===== config.mk =====
export PLATFORM = sky130hd
export DESIGN_NAME = incremental_bounding_sphere
export DESIGN_NICKNAME = d
export VERILOG_FILES = /design/src/hw/rtl/ibs_pkg.sv /design/src/hw/rtl/ibs_divider.sv /design/src/hw/rtl/incremental_bounding_sphere.sv
export SDC_FILE = /design/constraint.sdc
export NUM_CORES = 2
export LEC_CHECK = 0
export BUFFER_PORTS_ARGS = -buffer_cell sky130_fd_sc_hd__buf_4
export CAP_MARGIN = 0
export CORE_MARGIN = 1.5
export CORE_UTILIZATION = 50
export DETAILED_ROUTE_END_ITERATION = 10
export GPL_TIMING_DRIVEN = 0
export PLACE_DENSITY = 0.78
export SLEW_MARGIN = 20
export SYNTH_ARGS = -nofsm -noshare
export SYNTH_HDL_FRONTEND = slang
export SYNTH_HIERARCHICAL = 1
export SYNTH_SLANG_ARGS = --single-unit

===== constraint.sdc =====
create_clock -name clk -period 13.85 [get_ports clk]
set_input_delay 1.385 -clock clk [delete_from_list [all_inputs] [get_ports clk]]
set_output_delay 1.385 -clock clk [all_outputs]
set_load 0.1 [all_outputs]

===== src/hw/rtl/ibs_pkg.sv =====
// ibs_pkg: shared types and constants for the incremental bounding sphere
// depends on nothing
package ibs_pkg;
	localparam int unsigned COORD_W = 32;
	localparam int unsigned OFF_W = 33;
	localparam int unsigned SQ_W = 66;
	localparam int unsigned DIST_W = 34;
	localparam int unsigned RAD_W = 32;

	typedef enum logic [7:0] {
		ST_IDLE  = 8'b0000_0001,
		ST_SQ    = 8'b0000_0010,
		ST_ROOT  = 8'b0000_0100,
		ST_CMP   = 8'b0000_1000,
		ST_MUL   = 8'b0001_0000,
		ST_DIV   = 8'b0010_0000,
		ST_UPD   = 8'b0100_0000,
		ST_OUT   = 8'b1000_0000
	} ibs_state_t;
endpackage


===== src/hw/rtl/ibs_divider.sv =====
// ibs_divider: restoring divider, one quotient bit per cycle
// depends on ibs_pkg
module ibs_divider (
	input  logic                           clk,
	input  logic                           arst_n,
	input  logic                           start,
	input  logic [2*ibs_pkg::DIST_W-1:0]   num,
	input  logic [ibs_pkg::DIST_W-1:0]     den,
	output logic                           done,
	output logic [ibs_pkg::DIST_W-1:0]     quot
);
	import ibs_pkg::*;
	localparam int unsigned NW = 2 * DIST_W;
	localparam int unsigned CW = $clog2(NW + 1);

	logic [NW-1:0]     num_q;
	logic [DIST_W:0]   rem_q;
	logic [CW-1:0]     cnt_q;
	logic              busy_q;
	logic [DIST_W:0]   shifted;
	logic [DIST_W:0]   diff;

	// quotient fits DIST_W bits, so only the low bits of the shifting word are kept
	assign shifted = {rem_q[DIST_W-1:0], num_q[NW-1]};
	assign diff = shifted - {1'b0, den};

	always_ff @(posedge clk or negedge arst_n) begin
		if (!arst_n) begin
			busy_q <= 1'b0;
			cnt_q  <= '0;
			done   <= 1'b0;
		end else begin
			done <= 1'b0;
			if (start) begin
				busy_q <= 1'b1;
				cnt_q  <= CW'(NW);
			end else if (busy_q) begin
				cnt_q <= cnt_q - 1'b1;
				if (cnt_q == CW'(1)) begin
					busy_q <= 1'b0;
					done   <= 1'b1;
				end
			end
		end
	end

	always_ff @(posedge clk) begin
		if (start) begin
			num_q <= num;
			rem_q <= '0;
			quot  <= '0;
		end else if (busy_q) begin
			num_q <= {num_q[NW-2:0], 1'b0};
			if (!diff[DIST_W]) begin
				rem_q <= diff;
				quot  <= {quot[DIST_W-2:0], 1'b1};
			end else begin
				rem_q <= shifted;
				quot  <= {quot[DIST_W-2:0], 1'b0};
			end
		end
	end
endmodule


===== src/hw/rtl/incremental_bounding_sphere.sv =====
// incremental_bounding_sphere: top level, sequencer and shared datapath
// depends on ibs_pkg and ibs_divider
//
// grows a bounding sphere one Q16.16 point per beat. a start or first point is taken
// as the centre and goes straight to the output state; a point checked against the
// sphere passes three squarings, a 34-step square root, a compare and the output
// state; one that grows the sphere runs, for each of the three axes, a multiply,
// a 68-step division and an update before the output state. the shared 34x34
// multiplier and the bit-serial divider serialise this work. the block takes one
// point at a time: stall is high while a point is in work and while the result
// beat waits, so the next point can be taken the cycle after the result is taken.
module incremental_bounding_sphere (
	input  logic        clk,
	input  logic        arst_n,
	input  logic        in_valid,
	output logic        in_stall,
	input  logic signed [31:0] point_x,
	input  logic signed [31:0] point_y,
	input  logic signed [31:0] point_z,
	input  logic        start_new,
	output logic        out_valid,
	input  logic        out_stall,
	output logic signed [31:0] center_x,
	output logic signed [31:0] center_y,
	output logic signed [31:0] center_z,
	output logic [31:0] sphere_radius,
	output logic        grew,
	output logic        saturated
);
	import ibs_pkg::*;

	ibs_state_t        state_q;
	logic signed [COORD_W-1:0] ctr_q [3];
	logic [RAD_W-1:0]  rad_q;
	logic              empty_q;
	logic signed [OFF_W-1:0] off_q [3];
	logic [SQ_W-1:0]   sum_q;
	logic [DIST_W-1:0] root_q;
	logic [DIST_W-1:0] half_q;
	logic [1:0]        axis_q;
	logic [5:0]        bit_q;

	// shared multiplier: squares in ST_SQ/ST_ROOT, |off|*half in ST_MUL
	logic [DIST_W-1:0] mul_a, mul_b;
	logic [2*DIST_W-1:0] mul_p;
	logic [DIST_W-1:0] trial;
	logic [OFF_W-1:0]  off_mag;
	logic              div_start, div_done;
	logic [DIST_W-1:0] div_q;
	logic [DIST_W:0]   rad_sum;
	logic signed [COORD_W+1:0] new_c;

	assign trial = root_q | (DIST_W'(1) << bit_q);
	assign off_mag = off_q[axis_q][OFF_W-1] ? OFF_W'(-off_q[axis_q]) : off_q[axis_q];

	always_comb begin
		mul_a = DIST_W'(off_mag);
		mul_b = DIST_W'(off_mag);
		unique case (state_q)
			ST_ROOT: begin
				mul_a = trial;
				mul_b = trial;
			end
			ST_MUL:  mul_b = half_q;
			default: ;
		endcase
	end
	assign mul_p = mul_a * mul_b;

	assign rad_sum = {3'b000, rad_q} + {1'b0, half_q};
	// step toward point with sign of offset; always between centre and point
	assign new_c = off_q[axis_q][OFF_W-1]
		? (COORD_W+2)'(ctr_q[axis_q]) - (COORD_W+2)'(signed'({2'b00, div_q}))
		: (COORD_W+2)'(ctr_q[axis_q]) + (COORD_W+2)'(signed'({2'b00, div_q}));

	// the divider loads |off|*half straight off the multiplier in ST_MUL
	assign div_start = (state_q == ST_MUL);

	ibs_divider u_div (
		.clk    (clk),
		.arst_n (arst_n),
		.start  (div_start),
		.num    (mul_p),
		.den    (root_q),
		.done   (div_done),
		.quot   (div_q)
	);

	// busy, or a result beat still waiting to be taken
	assign in_stall = (state_q != ST_IDLE) || out_valid;

	always_ff @(posedge clk or negedge arst_n) begin
		if (!arst_n) begin
			state_q   <= ST_IDLE;
			empty_q   <= 1'b1;
			out_valid <= 1'b0;
			rad_q     <= '0;
			for (int i = 0; i < 3; i++) ctr_q[i] <= '0;
		end else begin
			if (state_q == ST_OUT) out_valid <= 1'b1;
			else if (out_valid && !out_stall) out_valid <= 1'b0;
			unique case (state_q)
				ST_IDLE: if (in_valid && !in_stall) begin
					if (start_new || empty_q) begin
						// empty sphere: take the point as centre
						ctr_q[0] <= point_x;
						ctr_q[1] <= point_y;
						ctr_q[2] <= point_z;
						rad_q    <= '0;
						empty_q  <= 1'b0;
						grew     <= 1'b1;
						state_q  <= ST_OUT;
					end else begin
						off_q[0] <= OFF_W'(point_x) - OFF_W'(ctr_q[0]);
						off_q[1] <= OFF_W'(point_y) - OFF_W'(ctr_q[1]);
						off_q[2] <= OFF_W'(point_z) - OFF_W'(ctr_q[2]);
						sum_q    <= '0;
						axis_q   <= 2'd0;
						grew     <= 1'b0;
						state_q  <= ST_SQ;
					end
				end
				ST_SQ: begin
					sum_q <= sum_q + SQ_W'(mul_p);
					if (axis_q == 2'd2) begin
						root_q  <= '0;
						bit_q   <= 6'(DIST_W - 1);
						state_q <= ST_ROOT;
					end else axis_q <= axis_q + 2'd1;
				end
				ST_ROOT: begin
					// one root bit per cycle, trial square compared at full width
					if (mul_p <= (2*DIST_W)'(sum_q)) root_q <= trial;
					if (bit_q == 6'd0) state_q <= ST_CMP;
					else bit_q <= bit_q - 6'd1;
				end
				ST_CMP: begin
					if (root_q > DIST_W'(rad_q)) begin
						half_q  <= (root_q - DIST_W'(rad_q)) >> 1;
						grew    <= 1'b1;
						axis_q  <= 2'd0;
						state_q <= ST_MUL;
					end else state_q <= ST_OUT;
				end
				ST_MUL: state_q <= ST_DIV;
				ST_DIV: if (div_done) state_q <= ST_UPD;
				ST_UPD: begin
					ctr_q[axis_q] <= COORD_W'(new_c);
					if (axis_q == 2'd2) begin
						rad_q   <= (|rad_sum[DIST_W:RAD_W]) ? '1 : rad_sum[RAD_W-1:0];
						state_q <= ST_OUT;
					end else begin
						axis_q  <= axis_q + 2'd1;
						state_q <= ST_MUL;
					end
				end
				ST_OUT: state_q <= ST_IDLE;
				default: state_q <= ST_IDLE;
			endcase
		end
	end

	assign center_x = ctr_q[0];
	assign center_y = ctr_q[1];
	assign center_z = ctr_q[2];
	assign sphere_radius = rad_q;
	assign saturated = (rad_q == '1);
endmodule


==> metrics.txt <==
WHS Path Cells 2; core area 154000 µm²; r2r endpoint root_q[1]$_SDFFCE_PN0P_; CTS Buf Count 67; Min Clock Period, post-route 13.73 ns; Post-Place Worst Slack -3.99 ns; Via density 6.06; syn_area_per_cell 8.73 µm²; Worst Path Class, Setup flop to flop; layout cells sized above 1 0.123; leading cell types in the layout, fill and taps excluded inv_1 (1471), nor2_1 (1085), fa_1 (1027); WL final 326000 µm; die area ~160000 µm²; depth of the worst register-to-register path 52; Max-slew headroom 0.161; critical path required time 14.24 ns; Synth warnings 6; Num Clock Sinks 524; clk buf depth 3; Non-Filler Instances 11400; pin count of the biggest net entering global routing 75; R2R setup slack 0.12 ns; fin area about 90000 µm²; gr ovfl total 0; Hold Vio Cnt, Final 0; DRC 0; CP max stage delay around 0.57 ns; Final Max Tran Viols 0; Post-DP HPWL 270000 µm; Die Span Y 396 µm; Area Growth Syn to Fin 14.2%; H-Tree Depth 3; CP Launch Type flop; CTS tree done; fin worst setup slack around 0.12 ns; Synth Net Count 10600; Starting DRT DRC Count 7432; Initial Utilization 0.502; final-layout fill cell count between 10000 and 15000; drt wl/cell 28.6 µm; count of final setup violators 0; num rows about 140; Cell Area, Synth 77200 µm²; worst-skew pair later-pin latency 0.68 ns; CTS Hold Bufs 0; Post-Synthesis Cells 8844; hold worst-path end u_div/rem_q[21]$_SDFFE_PP0P_; Crit-path slowest cell fa_1; Crit Path Max Fanout 10; min-delay src u_div/rem_q[21]$_SDFFE_PP0P_; Placed Cells 11200; most common cell after layout, fill and taps aside inv_1; gr usage total 0.412; Tightest Pin Transition ~1.3 ns; placer's final routability congestion estimate 1.08; CTS clk-pin slew, worst paths 0.06 ns; Max Clk Rate 0.0728 GHz; Layout Nets 11100; DRT Pass-1 Iters 8; post-route ant nets 0; I/O pin count 233; clock skew about 0.041 ns; status completed; width of the die approximately 400 µm; vias in the first global route 68600; initial antenna violation count 15; first-pass GRT wire length 467000 µm; Port Buffers 232; vias post-DR 69100; period utilization 0.992; element type at the critical path end flop; CP Data Arrival Time 14.12 ns; Area after DPL about 80000 µm²; Top cell by count, worst path fa_1; Root Driver clkbuf_16; maxcap violations 0; Hold Crit Class flop to flop
==> through the flow <==
step	TNS, ns	util	hold slack [ns]
global route	-3.52	0.574	0.521
global placement	-355.58	0.530	0.475
detailed placement	-212.33	0.536	0.477
floorplan	0	-	0.451
CTS	0	0.564	0.484
finish	0	0.574	0.485
==> how the worst max path moves through the flow <==
stage	start	end	slack [ns]	cells after the start
after floorplan	flop	root_q[0]$_SDFFCE_PN0P_	0.64	50
after global placement	flop	root_q[27]$_SDFFCE_PN0P_	-6.17	47
after detailed placement	flop	root_q[27]$_SDFFCE_PN0P_	-3.99	51
after CTS	flop	root_q[13]$_SDFFCE_PN0P_	0.01	57
after global routing	flop	root_q[11]$_SDFFCE_PN0P_	-0.12	52
final	flop	root_q[1]$_SDFFCE_PN0P_	0.12	52
==> final cells by class <==
cell class                      instances  area [µm²]  area share
Clock buffer                           91        1870      0.0212
Antenna cell                            7        17.5    0.000199
Clock inverter                         32         407     0.00461
Tap cell                             2044        2560      0.0290
Sequential cell                       524       14300       0.162
Timing Repair Buffer                  399        3640      0.0413
Inverter                             1474        5540      0.0628
Multi-Input combinational cell       6455       57600       0.653
Buffer                                368        2220      0.0251
==> critical path, delay by kind of cell, from the launching register on <==
kind	cells	cell delay [ns]
adders and majority gates	10	4.91
buffers and inverters	13	1.48
muxes	2	0.65
AOI/OAI and AO/OA	13	3.12
xor gates and xnor gates	2	0.58
and+or+nand+nor	12	2.33
DFF	1	0.31
==> layer usage <==
metal	vias up	global-route usage	share of wire
met5	-	0	0.00023
met4	10	0.276	0.082
met3	841	0.0864	0.10
met2	3945	0.639	0.44
met1	34500	0.519	0.37
li1	29700	-	-
==> state kept, by name (all words and copies together) (netlist names), 6 cells and up, named ones only <==
| signal | count |
|---|---|
| bit_q | 6 |
| u_div/cnt_q | 7 |
| u_div/quot | 32 |
| center_x | 32 |
| root_q | 34 |
| center_z | 32 |
| off_q | 99 |
| sphere_radius | 32 |
| u_div/rem_q | 34 |
| state_q | 8 |
| half_q | 33 |
| center_y | 32 |
| u_div/num_q | 68 |
| sum_q | 66 |
==> timing repair <==
action                     CTS  global route
gates cloned                 0             1
setup endpoints to repair   95            61
pin swaps                   32            42
resized for setup          386           258
buffers inserted            63            66
Power is not shown: default switching activity piles up to over one toggle a cycle in this logic, so the estimate is an artifact.
